--- src/design/tpm_pkg.sv ---
// ----------------------------------------------------------------------------
// tpm_pkg
// Shared types and constants of the token passing access controller.
// ----------------------------------------------------------------------------
package tpm_pkg;
    localparam int MaxStations = 16;
    localparam int IdxW = $clog2(MaxStations);
    localparam int CntW = $clog2(MaxStations + 1);

    localparam logic [2:0] MODE_PACKET = 3'd0;
    localparam logic [2:0] MODE_TICK   = 3'd1;
    localparam logic [2:0] MODE_ARB    = 3'd2;
    localparam logic [2:0] MODE_OFFER  = 3'd3;
    localparam logic [2:0] MODE_EMPTY  = 3'd4;

    localparam logic [1:0] KIND_DATA  = 2'd0;
    localparam logic [1:0] KIND_REG   = 2'd1;
    localparam logic [1:0] KIND_BACK  = 2'd2;
    localparam logic [1:0] KIND_TOKEN = 2'd3;

    localparam logic [2:0] ACT_NONE       = 3'd0;
    localparam logic [2:0] ACT_FRAME      = 3'd1;
    localparam logic [2:0] ACT_REGISTER   = 3'd2;
    localparam logic [2:0] ACT_GIVE_BACK  = 3'd3;
    localparam logic [2:0] ACT_GIVE_TOKEN = 3'd4;
    localparam logic [2:0] ACT_DELIVER    = 3'd5;
    localparam logic [2:0] ACT_ERROR      = 3'd6;

    localparam logic [2:0] REG_OWN_ID   = 3'd0;
    localparam logic [2:0] REG_MASTER   = 3'd1;
    localparam logic [2:0] REG_CHANCE   = 3'd2;
    localparam logic [2:0] REG_OVERHEAD = 3'd3;
    localparam logic [2:0] REG_BUDGET   = 3'd4;
    localparam logic [2:0] REG_INTERVAL = 3'd5;
    localparam logic [2:0] REG_TIMEOUT  = 3'd6;

    typedef enum logic [2:0] {
        S_IDLE, S_SEARCH, S_EXEC, S_OUT1, S_OUT2
    } t_state;

    typedef struct packed {
        logic load;    // capture input item, reset search
        logic step;    // advance search one entry
        logic exec;    // apply state update, build results
    } t_cmd;

    typedef struct packed {
        logic search_done;
    } t_status;
endpackage

--- src/design/tpm_ctrl.sv ---
// ----------------------------------------------------------------------------
// tpm_ctrl
// Sequencer: capture, table search, execute, then present results.
// ----------------------------------------------------------------------------
module tpm_ctrl (
    input  logic             i_clk,
    input  logic             i_rst_n,
    input  logic             i_valid,
    input  logic             i_out_ready,
    input  logic             i_two,
    input  tpm_pkg::t_status i_status,
    output logic             o_ready,
    output logic             o_out_valid,
    output logic             o_second,
    output tpm_pkg::t_cmd    o_cmd
);
    import tpm_pkg::*;

    t_state r_state, n_state;

    always_ff @(posedge i_clk) begin
        if (!i_rst_n) begin
            r_state <= S_IDLE;
        end else begin
            r_state <= n_state;
        end
    end

    always_comb begin
        n_state = r_state;
        case (r_state)
            S_IDLE:   if (i_valid) n_state = S_SEARCH;
            S_SEARCH: if (i_status.search_done) n_state = S_EXEC;
            S_EXEC:   n_state = S_OUT1;
            S_OUT1:   if (i_out_ready) n_state = i_two ? S_OUT2 : S_IDLE;
            S_OUT2:   if (i_out_ready) n_state = S_IDLE;
            default:  n_state = S_IDLE;
        endcase
    end

    always_comb begin
        o_ready     = (r_state == S_IDLE);
        o_out_valid = (r_state == S_OUT1) || (r_state == S_OUT2);
        o_second    = (r_state == S_OUT2);
        o_cmd.load  = (r_state == S_IDLE) && i_valid;
        o_cmd.step  = (r_state == S_SEARCH) && !i_status.search_done;
        o_cmd.exec  = (r_state == S_EXEC);
    end
endmodule

--- src/design/tpm_dp.sv ---
// ----------------------------------------------------------------------------
// tpm_dp
// Datapath: registers, station table, search unit and result build.
// ----------------------------------------------------------------------------
module tpm_dp (
    input  logic             i_clk,
    input  logic             i_rst_n,
    input  tpm_pkg::t_cmd    i_cmd,
    output tpm_pkg::t_status o_status,
    input  logic [2:0]       i_mode,
    input  logic [1:0]       i_pkt_kind,
    input  logic [7:0]       i_pkt_station,
    input  logic [7:0]       i_frame_length,
    input  logic             i_frame_is_last,
    input  logic [2:0]       i_penalty_draw,
    input  logic             i_cfg_we,
    input  logic [2:0]       i_cfg_idx,
    input  logic [15:0]      i_cfg_data,
    output logic [31:0]      o_cfg_rdata,
    input  logic             i_second,
    output logic             o_two,
    output logic [2:0]       o_action,
    output logic [7:0]       o_target_station,
    output logic             o_frame_taken,
    output logic             o_last_result
);
    import tpm_pkg::*;

    // Configuration.
    logic [7:0]  r_own_id, r_chance;
    logic        r_master;
    logic [5:0]  r_overhead;
    logic [9:0]  r_budget;
    logic [7:0]  r_interval;
    logic [15:0] r_timeout;

    // Table storage, undefined until written.
    logic [7:0]  r_ids [MaxStations];
    logic [15:0] r_tmo [MaxStations];

    logic [CntW-1:0] r_count;
    logic [IdxW-1:0] r_cur;
    logic            r_token_free, r_holds, r_registered;
    logic [7:0]      r_grants;
    logic [15:0]     r_ticks;
    logic [9:0]      r_bytes;
    logic [2:0]      r_backoff;

    // Captured item.
    logic [2:0] r_mode;
    logic [1:0] r_kind;
    logic [7:0] r_sta, r_len;
    logic       r_last;
    logic [2:0] r_draw;

    // Search state.
    logic [CntW-1:0] r_sidx;
    logic            r_found;
    logic [IdxW-1:0] r_fidx;

    // Results.
    logic [2:0] r_act0, r_act1;
    logic [7:0] r_tgt0, r_tgt1;
    logic       r_tk0, r_two;
    logic [2:0] n_act0;
    logic [7:0] n_tgt0;
    logic       n_tk0, n_two;

    logic [IdxW-1:0] w_nxt_idx;
    logic [CntW-1:0] w_inc;
    logic [10:0]     w_sum;
    logic            w_tmo_out;

    assign o_status.search_done = (r_sidx >= r_count) || r_found;
    assign w_inc     = {1'b0, r_cur} + CntW'(1);
    assign w_nxt_idx = (w_inc >= r_count) ? '0 : w_inc[IdxW-1:0];
    assign w_sum     = {1'b0, r_bytes} + {3'b0, r_len} + {5'b0, r_overhead};
    assign w_tmo_out = r_ticks > r_timeout;

    always_comb begin
        o_cfg_rdata = '0;
        case (i_cfg_idx)
            REG_OWN_ID:   o_cfg_rdata = {24'd0, r_own_id};
            REG_MASTER:   o_cfg_rdata = {31'd0, r_master};
            REG_CHANCE:   o_cfg_rdata = {24'd0, r_chance};
            REG_OVERHEAD: o_cfg_rdata = {26'd0, r_overhead};
            REG_BUDGET:   o_cfg_rdata = {22'd0, r_budget};
            REG_INTERVAL: o_cfg_rdata = {24'd0, r_interval};
            REG_TIMEOUT:  o_cfg_rdata = {16'd0, r_timeout};
            default:      o_cfg_rdata = '0;
        endcase
    end

    // Control and configuration state.
    always_ff @(posedge i_clk) begin
        if (!i_rst_n) begin
            r_own_id <= '0; r_master <= 1'b0; r_chance <= 8'd255;
            r_overhead <= 6'd6; r_budget <= 10'd30; r_interval <= 8'd20;
            r_timeout <= 16'd500;
            r_count <= '0; r_cur <= '0; r_token_free <= 1'b1; r_holds <= 1'b0;
            r_registered <= 1'b0; r_grants <= '0; r_ticks <= '0;
            r_bytes <= '0; r_backoff <= '0; r_sidx <= '0; r_found <= 1'b0;
        end else begin
            if (i_cfg_we) begin
                case (i_cfg_idx)
                    REG_OWN_ID: r_own_id <= i_cfg_data[7:0];
                    REG_MASTER: begin
                        if (i_cfg_data[0] && !r_master) begin
                            r_count <= CntW'(1); r_cur <= '0; r_registered <= 1'b1;
                        end
                        r_master <= i_cfg_data[0];
                    end
                    REG_CHANCE:   r_chance <= i_cfg_data[7:0];
                    REG_OVERHEAD: r_overhead <= i_cfg_data[5:0];
                    REG_BUDGET:   r_budget <= i_cfg_data[9:0];
                    REG_INTERVAL: r_interval <= i_cfg_data[7:0];
                    REG_TIMEOUT:  r_timeout <= i_cfg_data;
                    default: ;
                endcase
            end
            if (i_cmd.load) begin
                r_sidx <= '0;
                r_found <= 1'b0;
            end
            if (i_cmd.step) begin
                if (r_ids[r_sidx[IdxW-1:0]] == r_sta) r_found <= 1'b1;
                else r_sidx <= r_sidx + 1'b1;
            end
            if (i_cmd.exec) begin
                case (r_mode)
                    MODE_PACKET: begin
                        if (r_kind == KIND_DATA) begin
                        end else if (r_master) begin
                            if (r_kind == KIND_REG && !r_found
                                && r_count < CntW'(MaxStations))
                                r_count <= r_count + 1'b1;
                            if (r_kind == KIND_BACK) r_token_free <= 1'b1;
                        end else if (r_kind == KIND_TOKEN) begin
                            if (r_sta == r_own_id) begin
                                r_holds <= 1'b1; r_bytes <= '0;
                                r_backoff <= '0; r_registered <= 1'b1;
                            end else if (!r_registered && r_sta == r_chance) begin
                                if (r_backoff == 3'd0)
                                    r_backoff <= (r_draw > 3'd4) ? 3'd4 : r_draw;
                                else
                                    r_backoff <= r_backoff - 1'b1;
                            end
                        end
                    end
                    MODE_TICK: if (r_ticks != 16'hFFFF) r_ticks <= r_ticks + 1'b1;
                    MODE_ARB: begin
                        if (r_master && r_count != '0 && (r_token_free || w_tmo_out)) begin
                            r_token_free <= 1'b0;
                            r_ticks <= '0;
                            if (r_grants >= r_interval) begin
                                r_grants <= '0;
                            end else begin
                                r_grants <= r_grants + 1'b1;
                                r_cur <= w_nxt_idx;
                                if (r_ids[w_nxt_idx] == r_own_id) begin
                                    r_holds <= 1'b1; r_bytes <= '0;
                                    r_backoff <= '0; r_registered <= 1'b1;
                                end
                            end
                        end
                    end
                    MODE_OFFER: begin
                        if (r_holds) begin
                            if (w_sum <= {1'b0, r_budget}) begin
                                // A client that sends its last frame starts the next
                                // hold from zero; otherwise the count accumulates.
                                if (r_last && !r_master) r_bytes <= '0;
                                else r_bytes <= w_sum[9:0];
                                if (r_last) begin
                                    r_holds <= 1'b0;
                                    if (r_master) r_token_free <= 1'b1;
                                end
                            end else begin
                                r_holds <= 1'b0;
                                if (r_master) r_token_free <= 1'b1;
                                else r_bytes <= '0;
                            end
                        end
                    end
                    MODE_EMPTY: begin
                        if (r_holds) begin
                            r_holds <= 1'b0;
                            if (r_master) r_token_free <= 1'b1;
                            else r_bytes <= '0;
                        end
                    end
                    default: ;
                endcase
            end
        end
    end

    // Table writes and payload capture.
    always_ff @(posedge i_clk) begin
        if (i_cfg_we && i_cfg_idx == REG_OWN_ID && r_master && r_count != '0)
            r_ids[0] <= i_cfg_data[7:0];
        if (i_cfg_we && i_cfg_idx == REG_MASTER && i_cfg_data[0] && !r_master) begin
            r_ids[0] <= r_own_id;
            r_tmo[0] <= '0;
        end
        if (i_cmd.load) begin
            r_mode <= i_mode; r_kind <= i_pkt_kind; r_sta <= i_pkt_station;
            r_len <= i_frame_length; r_last <= i_frame_is_last;
            r_draw <= i_penalty_draw;
        end
        if (i_cmd.exec && r_master) begin
            if (r_mode == MODE_PACKET && r_kind == KIND_REG && !r_found
                && r_count < CntW'(MaxStations)) begin
                r_ids[r_count[IdxW-1:0]] <= r_sta;
                r_tmo[r_count[IdxW-1:0]] <= '0;
            end
            if (r_mode == MODE_PACKET && r_kind == KIND_BACK && r_found)
                r_tmo[r_fidx] <= '0;
            if (r_mode == MODE_ARB && r_count != '0 && w_tmo_out
                && {1'b0, r_cur} < r_count && r_tmo[r_cur] != 16'hFFFF)
                r_tmo[r_cur] <= r_tmo[r_cur] + 1'b1;
        end
    end

    assign r_fidx = r_sidx[IdxW-1:0];

    // Result build.
    always_comb begin
        n_act0 = ACT_NONE; n_tgt0 = '0; n_tk0 = 1'b0; n_two = 1'b0;
        case (r_mode)
            MODE_PACKET: begin
                if (r_kind == KIND_DATA) begin
                    n_act0 = ACT_DELIVER; n_tgt0 = r_sta;
                end else if (r_master) begin
                    if (r_kind == KIND_BACK && !r_found) begin
                        n_act0 = ACT_ERROR; n_tgt0 = r_sta;
                    end
                end else if (r_kind == KIND_TOKEN && r_sta != r_own_id
                             && !r_registered && r_sta == r_chance
                             && r_backoff == 3'd0) begin
                    n_act0 = ACT_REGISTER; n_tgt0 = r_own_id;
                end
            end
            MODE_ARB: begin
                if (r_master) begin
                    if (r_count == '0) begin
                        n_act0 = ACT_ERROR;
                    end else if (r_token_free || w_tmo_out) begin
                        if (r_grants >= r_interval) begin
                            n_act0 = ACT_GIVE_TOKEN; n_tgt0 = r_chance;
                        end else if (r_ids[w_nxt_idx] != r_own_id) begin
                            n_act0 = ACT_GIVE_TOKEN; n_tgt0 = r_ids[w_nxt_idx];
                        end
                    end
                end
            end
            MODE_OFFER: begin
                if (r_holds) begin
                    if (w_sum <= {1'b0, r_budget}) begin
                        n_act0 = ACT_FRAME; n_tgt0 = r_own_id; n_tk0 = 1'b1;
                        n_two = r_last && !r_master;
                    end else if (!r_master) begin
                        n_act0 = ACT_GIVE_BACK; n_tgt0 = r_own_id;
                    end
                end
            end
            MODE_EMPTY: begin
                if (r_holds && !r_master) begin
                    n_act0 = ACT_GIVE_BACK; n_tgt0 = r_own_id;
                end
            end
            default: ;
        endcase
    end

    always_ff @(posedge i_clk) begin
        if (i_cmd.exec) begin
            r_act0 <= n_act0; r_tgt0 <= n_tgt0; r_tk0 <= n_tk0; r_two <= n_two;
            r_act1 <= ACT_GIVE_BACK; r_tgt1 <= r_own_id;
        end
    end

    assign o_two            = r_two;
    assign o_action         = i_second ? r_act1 : r_act0;
    assign o_target_station = i_second ? r_tgt1 : r_tgt0;
    assign o_frame_taken    = i_second ? 1'b0 : r_tk0;
    assign o_last_result    = i_second || !r_two;
endmodule

--- src/design/token_passing_mac_core.sv ---
// Flow: an accepted item goes through a sequential search of the station table, one
// entry at a time and up to 16 entries, then an execute state, and its first result
// is then presented and held until taken. One item at a time: a new item is accepted
// only after its last result is taken; a second result, when there is one, follows
// in the cycle after the first is taken.
// Reset is synchronous, active low, and clears all control and configuration state.
// The station table holds no reset; entries are read only after being written.
// ----------------------------------------------------------------------------
// token_passing_mac_core
// Token passing medium access controller with APB configuration port.
// ----------------------------------------------------------------------------
module token_passing_mac_core (
    input  logic        i_clk,
    input  logic        i_rst_n,
    input  logic        i_valid,
    output logic        o_ready,
    input  logic [2:0]  i_mode,
    input  logic [1:0]  i_pkt_kind,
    input  logic [7:0]  i_pkt_station,
    input  logic [7:0]  i_frame_length,
    input  logic        i_frame_is_last,
    input  logic [2:0]  i_penalty_draw,
    output logic        o_valid,
    input  logic        i_ready,
    output logic [2:0]  o_action,
    output logic [7:0]  o_target_station,
    output logic        o_frame_taken,
    output logic        o_last_result,
    input  logic        psel,
    input  logic        penable,
    input  logic        pwrite,
    input  logic [4:0]  paddr,
    input  logic [31:0] pwdata,
    output logic [31:0] prdata,
    output logic        pready
);
    import tpm_pkg::*;

    t_cmd    w_cmd;
    t_status w_status;
    logic    w_two, w_second, w_cfg_we;

    // Registers sit at word addresses; the write lands in the access phase.
    assign pready   = 1'b1;
    assign w_cfg_we = psel && penable && pwrite;

    // The controller sequences each transaction: capture, search, execute, output.
    tpm_ctrl u_ctrl (
        .i_clk      (i_clk),
        .i_rst_n    (i_rst_n),
        .i_valid    (i_valid),
        .i_out_ready(i_ready),
        .i_two      (w_two),
        .i_status   (w_status),
        .o_ready    (o_ready),
        .o_out_valid(o_valid),
        .o_second   (w_second),
        .o_cmd      (w_cmd)
    );

    // The datapath holds the table and all state the model updates.
    tpm_dp u_dp (
        .i_clk           (i_clk),
        .i_rst_n         (i_rst_n),
        .i_cmd           (w_cmd),
        .o_status        (w_status),
        .i_mode          (i_mode),
        .i_pkt_kind      (i_pkt_kind),
        .i_pkt_station   (i_pkt_station),
        .i_frame_length  (i_frame_length),
        .i_frame_is_last (i_frame_is_last),
        .i_penalty_draw  (i_penalty_draw),
        .i_cfg_we        (w_cfg_we),
        .i_cfg_idx       (paddr[4:2]),
        .i_cfg_data      (pwdata[15:0]),
        .o_cfg_rdata     (prdata),
        .i_second        (w_second),
        .o_two           (w_two),
        .o_action        (o_action),
        .o_target_station(o_target_station),
        .o_frame_taken   (o_frame_taken),
        .o_last_result   (o_last_result)
    );
endmodule

--- config.mk ---
export PLATFORM = sky130hd
export DESIGN_NAME = token_passing_mac_core
export DESIGN_NICKNAME = d
export VERILOG_FILES = /design/src/design/tpm_pkg.sv /design/src/design/tpm_ctrl.sv /design/src/design/tpm_dp.sv /design/src/design/token_passing_mac_core.sv
export SDC_FILE = /design/constraint.sdc
export NUM_CORES = 1
export LEC_CHECK = 0
export BUFFER_PORTS_ARGS = -buffer_cell sky130_fd_sc_hd__buf_2
export CAP_MARGIN = 25
export CORE_MARGIN = 5
export CORE_UTILIZATION = 55
export CTS_CLUSTER_DIAMETER = 50
export CTS_CLUSTER_SIZE = 28
export DETAILED_ROUTE_END_ITERATION = 7
export PLACE_DENSITY = 0.74
export RECOVER_POWER = 100
export SLEW_MARGIN = 20
export SYNTH_ARGS = -nofsm -noshare
export SYNTH_HDL_FRONTEND = slang
export SYNTH_SLANG_ARGS = --single-unit
--- constraint.sdc ---
create_clock -name i_clk -period 6.52 [get_ports i_clk]
set_input_delay 0.652 -clock i_clk [delete_from_list [all_inputs] [get_ports i_clk]]
set_output_delay 0.652 -clock i_clk [all_outputs]
set_load 0.02 [all_outputs]
---- After elaboration in Yosys (flattened, before gate mapping) ----
Memory sizes are Yosys's and may differ from the RTL's. A register that Yosys moved wholly into a read port is not among the register bits.
Index checks and enable logic that the tools add are counted.
word-level totals
  memories ................................ 1
  input port bits ......................... 69
  register bits after elaboration ......... 161
  logic and storage cells ................. 282
  RAM bits ................................ 128
  bits in latches ......................... 0
  output and inout bits ................... 48
  memory bits (read-only) ................. 0
memory list
  memory      words  width  read ports  clocked after memory_dff  wr ports  RTL line      RTL
  u_dp.r_ids  16     8      2           1                         2         tpm_dp.sv:38  logic [7:0] r_ids [MaxStations];
operators by class
  muxes and demuxes ....................... 131
  add/subtract/negate cells ............... 8
  shift-type cells ........................ 0
  equal/unequal tests ..................... 42
  $lt $le $gt $ge ......................... 7
  reduce and logical (&&, ||, !) cells .... 62
  multipliers ............................. 0
  div/mod/pow operators ................... 0
  bitwise operators ....................... 1
operator list
  operator                                               number
  2-to-1 mux 8 bit                                       16
  2-to-1 mux 10 bit                                      12
  case mux 16 bit (7 select lines)                       1
  2-to-1 mux 3 bit                                       26
  2-to-1 mux 5 bit                                       11
  2-to-1 mux 1 bit                                       42
  case mux 10 bit (4 select lines)                       1
  2-to-1 mux 4 bit                                       9
  == test 8 bit                                          4
  2-to-1 mux 16 bit                                      2
  case mux 16 bit (2 select lines)                       1
  case mux 8 bit (4 select lines)                        1
  logical AND 1 bit                                      27
  AND reduction 9 bit                                    3
  == test 3 x 2 -> 1 bit, second input constant          6
  adder 16 x 1 -> 16 bit, second input constant          1
  greater-than comparator 16 bit                         1
  inequality test 16 bit, second input constant          1
  inequality test 2 x 1 -> 1 bit, second input constant  8
  inequality test 2 bit, second input constant           8
  inequality test 8 bit                                  2
  AND reduction 2 bit                                    8
  == test 3 bit, second input constant                   5
  case mux 3 bit (5 select lines)                        1
  33 further kinds                                       54

---- Logic depth before layout (Yosys ltp) ----
  depth after elaboration ................. 11
  gate-level depth with buffers ........... 26

---- Hierarchy ----
A second synthesis with hierarchy kept.
unflattened totals
  cells, all modules ...................... 1,542
  area total of the unflattened synthesis .. 16,111.7 um^2
modules (own cells, without submodules)
  module                  instances  cells an instance  area each (um^2)
  tpm_dp                  1          1,514              15,875.2
  tpm_ctrl                1          25                 219.0
  token_passing_mac_core  1          3                  17.5

---- Worst setup path before layout ----
Ideal clock, no wire load.
  path type ............................... flip-flop to flip-flop
  start ................................... register u_dp.r_len[1]
  end ..................................... register u_dp.r_tgt0[0] (data pin)
  stages on the path, launching flop included .. 27
  data arrival time ....................... 4,312 ps
  setup slack ............................. 1,938 ps
  setup time .............................. 271 ps
  cells stage by stage .................... edfxtp_1 -> fa_1 -> ha_1 -> inv_1 -> fa_1 -> inv_1 -> a21oi_1 -> o21bai_1 -> and2_1 -> o21ai_0 -> a21boi_0 -> o21a_1 -> nor2_1 -> xnor2_1 -> ha_1 -> a21o_1 -> a31oi_1 -> a41oi_1 -> o31a_1 -> a211o_1 -> clkbuf_1 -> o22ai_1 -> nand2_1 -> nand2b_1 -> buf_1 -> a222oi_1 -> o31ai_1
between the ends
  cells in the longest elaborated chain, start to end .. 6
RTL lines
  element                          RTL line       RTL
  start, declared                  tpm_dp.sv:52   logic [7:0] r_sta, r_len;
  start signal, assigned           tpm_dp.sv:208  r_len <= i_frame_length; r_last <= i_frame_is_last;
  adder 10 x 8 -> 11 bit           tpm_dp.sv:77   assign w_sum = {1'b0, r_bytes} + {3'b0, r_len} + {5'b0, r_overhead};
  adder 11 x 6 -> 11 bit           tpm_dp.sv:77
  <= comparator 11 x 10 -> 1 bit   tpm_dp.sv:259  if (w_sum <= {1'b0, r_budget}) begin
  2-to-1 mux 8 bit                 tpm_dp.sv:259
  2-to-1 mux 8 bit                 tpm_dp.sv:258  if (r_holds) begin
  case mux 8 bit (4 select lines)  tpm_dp.sv:230  case (r_mode)
  via u_dp.n_tgt0[0]               tpm_dp.sv:66   logic [7:0] n_tgt0;
  end signal, assigned             tpm_dp.sv:278  r_act0 <= n_act0; r_tgt0 <= n_tgt0; r_tk0 <= n_tk0; r_two <= n_two;
  end, declared                    tpm_dp.sv:63   logic [7:0] r_tgt0, r_tgt1;
The timed path passes the listed nets, and every way through them passes these cells.
A chain may end at the register's enable or synchronous reset.

---- Final worst setup path ----
  start ................................... register u_dp.r_cur[0]
  end ..................................... register u_dp.r_bytes[8]
between the ends
  cells in the longest elaborated chain, start to end .. 7
RTL lines
  element                                              RTL line       RTL
  start, declared                                      tpm_dp.sv:42   logic [IdxW-1:0] r_cur;
  start signal, assigned                               tpm_dp.sv:159  r_cur <= w_nxt_idx;
  adder 4 x 1 -> 5 bit (*)                             tpm_dp.sv:75   assign w_inc = {1'b0, r_cur} + CntW'(1);
  >= comparator 5 bit                                  tpm_dp.sv:76   assign w_nxt_idx = (w_inc >= r_count) ? '0 : w_inc[IdxW-1:0];
  2-to-1 mux 4 bit (*)                                 tpm_dp.sv:76
  memory read (16 x 8 bit) (*)                         --
  == test 8 bit (*)                                    tpm_dp.sv:160  if (r_ids[w_nxt_idx] == r_own_id) begin
  inequality test 2 x 1 -> 1 bit (no source line) (*)  --
  AND reduction 11 bit (no source line) (*)            --
  end signal, assigned                                 tpm_dp.sv:173  else r_bytes <= w_sum[9:0];
  end, declared                                        tpm_dp.sv:46   logic [9:0] r_bytes;
Every way passes the cells marked *; elsewhere a longest branch is shown, timed or not.

==> results.sh <==
export IMPL_wl_per_cell_um=23.4
export IMPL_synthAdderAreaFrac=0.0571
export IMPL_clockRootBuffer="clkbuf_16"
export IMPL_synthMostInstantiatedCell="edfxtp_1"
export IMPL_power_density_mw_per_mm2=238
export IMPL_top_layer_used="met4"
export IMPL_dp_cells=1963
export IMPL_grt_pass1_wl_um=72500
export IMPL_final_layout_size_suffix_gt1_frac=0.136
export IMPL_synth_top_family_by_area="compound AO/OA/AOI/OAI gates"
export IMPL_start_kind="flip-flop"
export IMPL_start_util=0.556
export IMPL_cp_max_fo=13
export IMPL_cts_post_setup_buffers_inserted=0
export IMPL_clock_sinks=289
export IMPL_die_area_mm2=0.0335
export IMPL_synth_largest_area_cell="edfxtp_1"
export IMPL_period_needed_ns=6.00
export IMPL_synth_xor_area_frac=0.0344
export IMPL_core_mm2=0.0296
export IMPL_wl_met3_um=5230
export IMPL_status="finished, violations left"
export IMPL_cpMaxStageDelayCell="o21ai_1"
export IMPL_routed_wl_um=47400
export IMPL_clk_latency_ns=0.53
export IMPL_ys_ff_latch=289
export IMPL_layout_cells_non_filler=2029
export IMPL_io_buffers=81
export IMPL_path_cells="ha_1, xnor2_2, inv_1, ha_1, nand2_1, o21a_1, o21ai_1, a2bb2oi_1, a31oi_1, xnor2_1, o221ai_1, a2111oi_4, a31oi_2, nor3_4, o21ai_1"
export IMPL_gp_congestion=0.964
export IMPL_maxCapViolCount=6
export IMPL_cp_end_kind="flip-flop"
export IMPL_yosysTopAreaCellShare=0.317
export IMPL_clk_pin_slew_ns=0.07
export IMPL_fin_crit_sh=0.920
export IMPL_postPlaceCellArea_mm2=0.0172
export IMPL_viasPerCell=6.42
export IMPL_clock_path_buffers=3
export IMPL_rows=63
export IMPL_synth_simple_area_share=0.140
export IMPL_yosys_top_cells_area="edfxtp_1 (32%), dfxtp_1 (14%), mux4_2 (6.3%), ha_1 (4.9%), nand2_1 (3.6%)"
export IMPL_cts_resized=0
export IMPL_ant_nets=0
export IMPL_final_area_mm2=0.0182
export IMPL_ys_top_cells_by_count="edfxtp_1 (174), nand2_1 (160), dfxtp_1 (115)"
export IMPL_synthMuxAreaShare=0.110
export IMPL_n_antenna_cell=0
export IMPL_skew_ns=0.0353
export IMPL_route_detailed_drc=0
export IMPL_max_slew_margin_rel=-0.301
export IMPL_worst_r2r_cell_count=15
export IMPL_final_util=0.613
export IMPL_wl_met2_um=21100
export IMPL_slowest_delay_ns=1.25
export IMPL_grt_pass1_vias=12535
export IMPL_report_final_slew_viol_count=74
export IMPL_holdBufCountCts=0
export IMPL_wl_met1_um=19300
export IMPL_syn_area_per_cell_um2=10.6
export IMPL_die_w_um=183
export IMPL_nets=1752
export IMPL_min_path_cells=1
export IMPL_worstPathRequired_ns=6.89
export IMPL_async_flop_share=0
export IMPL_num_vias=13022
export IMPL_crit_type="reg2reg"
export IMPL_synth_yosys_seq_area_share=0.456
export IMPL_rsz0062_at_grt="no"
export IMPL_die_height_um=183
export IMPL_synth_area_mm2=0.0165
export IMPL_first_iter_violations=1526
export IMPL_firstDrtPassIters=6
export IMPL_ioPinCount=117
export IMPL_synth_cell_types=90
export IMPL_ys_warn_count=0
export IMPL_numCtsBuffers=36
export IMPL_antenna_found_initial=0
export IMPL_synthFlopType="edfxtp_1"
export IMPL_fmax_ghz=0.167
export IMPL_gr_usage_all_layers=0.275
export IMPL_power_uw=4330
export IMPL_htreeDepth=2
export IMPL_worst_pin_slew_ns=1.95
export IMPL_setup_violations=0
export IMPL_irDropWorstVdd_mv=0.263
export IMPL_power_leakage_uw=0.00649
export IMPL_tritoncts="yes"
export IMPL_crit_arrival_ns=6.37
export IMPL_timing_setup_tns_ns=0
export IMPL_dp_hpwl_um=33900
export IMPL_synth_compound_area_frac=0.150
export IMPL_hold_viol=0
export IMPL_syn_inst=1559
export IMPL_overflow=0
export IMPL_hold_class="in2reg"
export IMPL_grt_max_degree=71
export IMPL_synth_edf_count=174
export IMPL_area_growth_pct=10.2
export IMPL_failed_checks="capacitance limit, slew limit"
==> registers in the layout, indices dropped and copies added (netlist names), 10 cells and up <==
signal / cells
u_dp.r_budget: 10
u_dp.r_bytes: 10
u_dp.r_ids: 128
u_dp.r_ticks: 16
u_dp.r_timeout: 16
==> power breakdown <==
group / leakage, µW / switching, µW / internal, µW / total [µW]
clock: 0.000578 / 853 / 1100 / 1950
sequential: 0.00252 / 40.9 / 1990 / 2030
combinational: 0.00340 / 236 / 114 / 351
==> placed cells by master (no fill, tap or decap), types with 10 or more instances in the layout <==
master / n
nor2_1: 95
a21boi_0: 33
mux4_2: 46
a22oi_1: 17
ha_1: 64
and2_0: 11
mux2_2: 17
dfxtp_1: 114
buf_4: 12
nor3_1: 30
clkbuf_16: 36
a21o_1: 14
conb_1: 17
xnor2_1: 47
o21ai_0: 66
xor2_1: 14
inv_1: 68
and3_1: 11
nand2_1: 160
nand2b_1: 10
nor4_1: 12
edfxtp_1: 174
nand4_1: 18
a21oi_1: 72
nand3_1: 51
o211ai_1: 16
o22ai_1: 20
clkbuf_1: 53
nor2b_1: 28
buf_2: 52
mux2i_1: 58
==> logic make-up after synthesis <==
| logic type | Yosys count |
|---|---|
| xor gates and xnor gates | 63 |
| muxes | 122 |
| adders and majority gates | 71 |
| buffers and inverters | 186 |
| other | 2 |
| and+or+nand+nor | 472 |
| DFF | 289 |
| AOI/OAI and AO/OA | 354 |
==> final cells by class <==
cell class	count	area, µm²
tap	390	488
inverter	70	263
timing repair buffer	116	546
clock inverter	24	218
clock buffer	41	960
fill	2464	11500
multi-input combinational	1099	8170
sequential	289	7530
==> per-layer routing <==
layer / vias to the layer above / track usage
li1: 5861 / -
met1: 6271 / 0.387
met2: 756 / 0.424
met3: 134 / 0.0565
met4: 0 / 0.102
met5: - / 0
==> worst max-delay path: cells and delay by family (launching register included) <==
kind,cells,cell delay [ns]
xor gates and xnor gates,2,0.62
and+or+nand+nor,2,0.63
AOI/OAI and AO/OA,8,3.48
adders and majority gates,2,0.60
buffers and inverters,1,0.18
DFF,1,0.33
==> final timing paths <==
path | startpoint | endpoint | slack (ns)
worst min-delay path | i_pkt_station[4] | u_dp.r_sta[4] | 0.29
worst min register to register | u_dp.r_timeout[15] | u_dp.r_timeout[15] | 0.47
worst max register to register | u_dp.r_cur[0] | u_dp.r_bytes[8] | 0.52
worst max-delay path | u_dp.r_cur[0] | u_dp.r_bytes[8] | 0.52
==> per-stage QoR <==
stage	setup slack, ns	hold WS [ns]
2_1_floorplan	1.94	0.406
3_3_place_gp	1.26	0.454
3_5_place_dp	1.13	0.459
4_1_cts	1.11	0.279
5_1_grt	0.350	0.283
6_report	0.523	0.293
No activity file was read; power rests on OpenSTA's default activity.
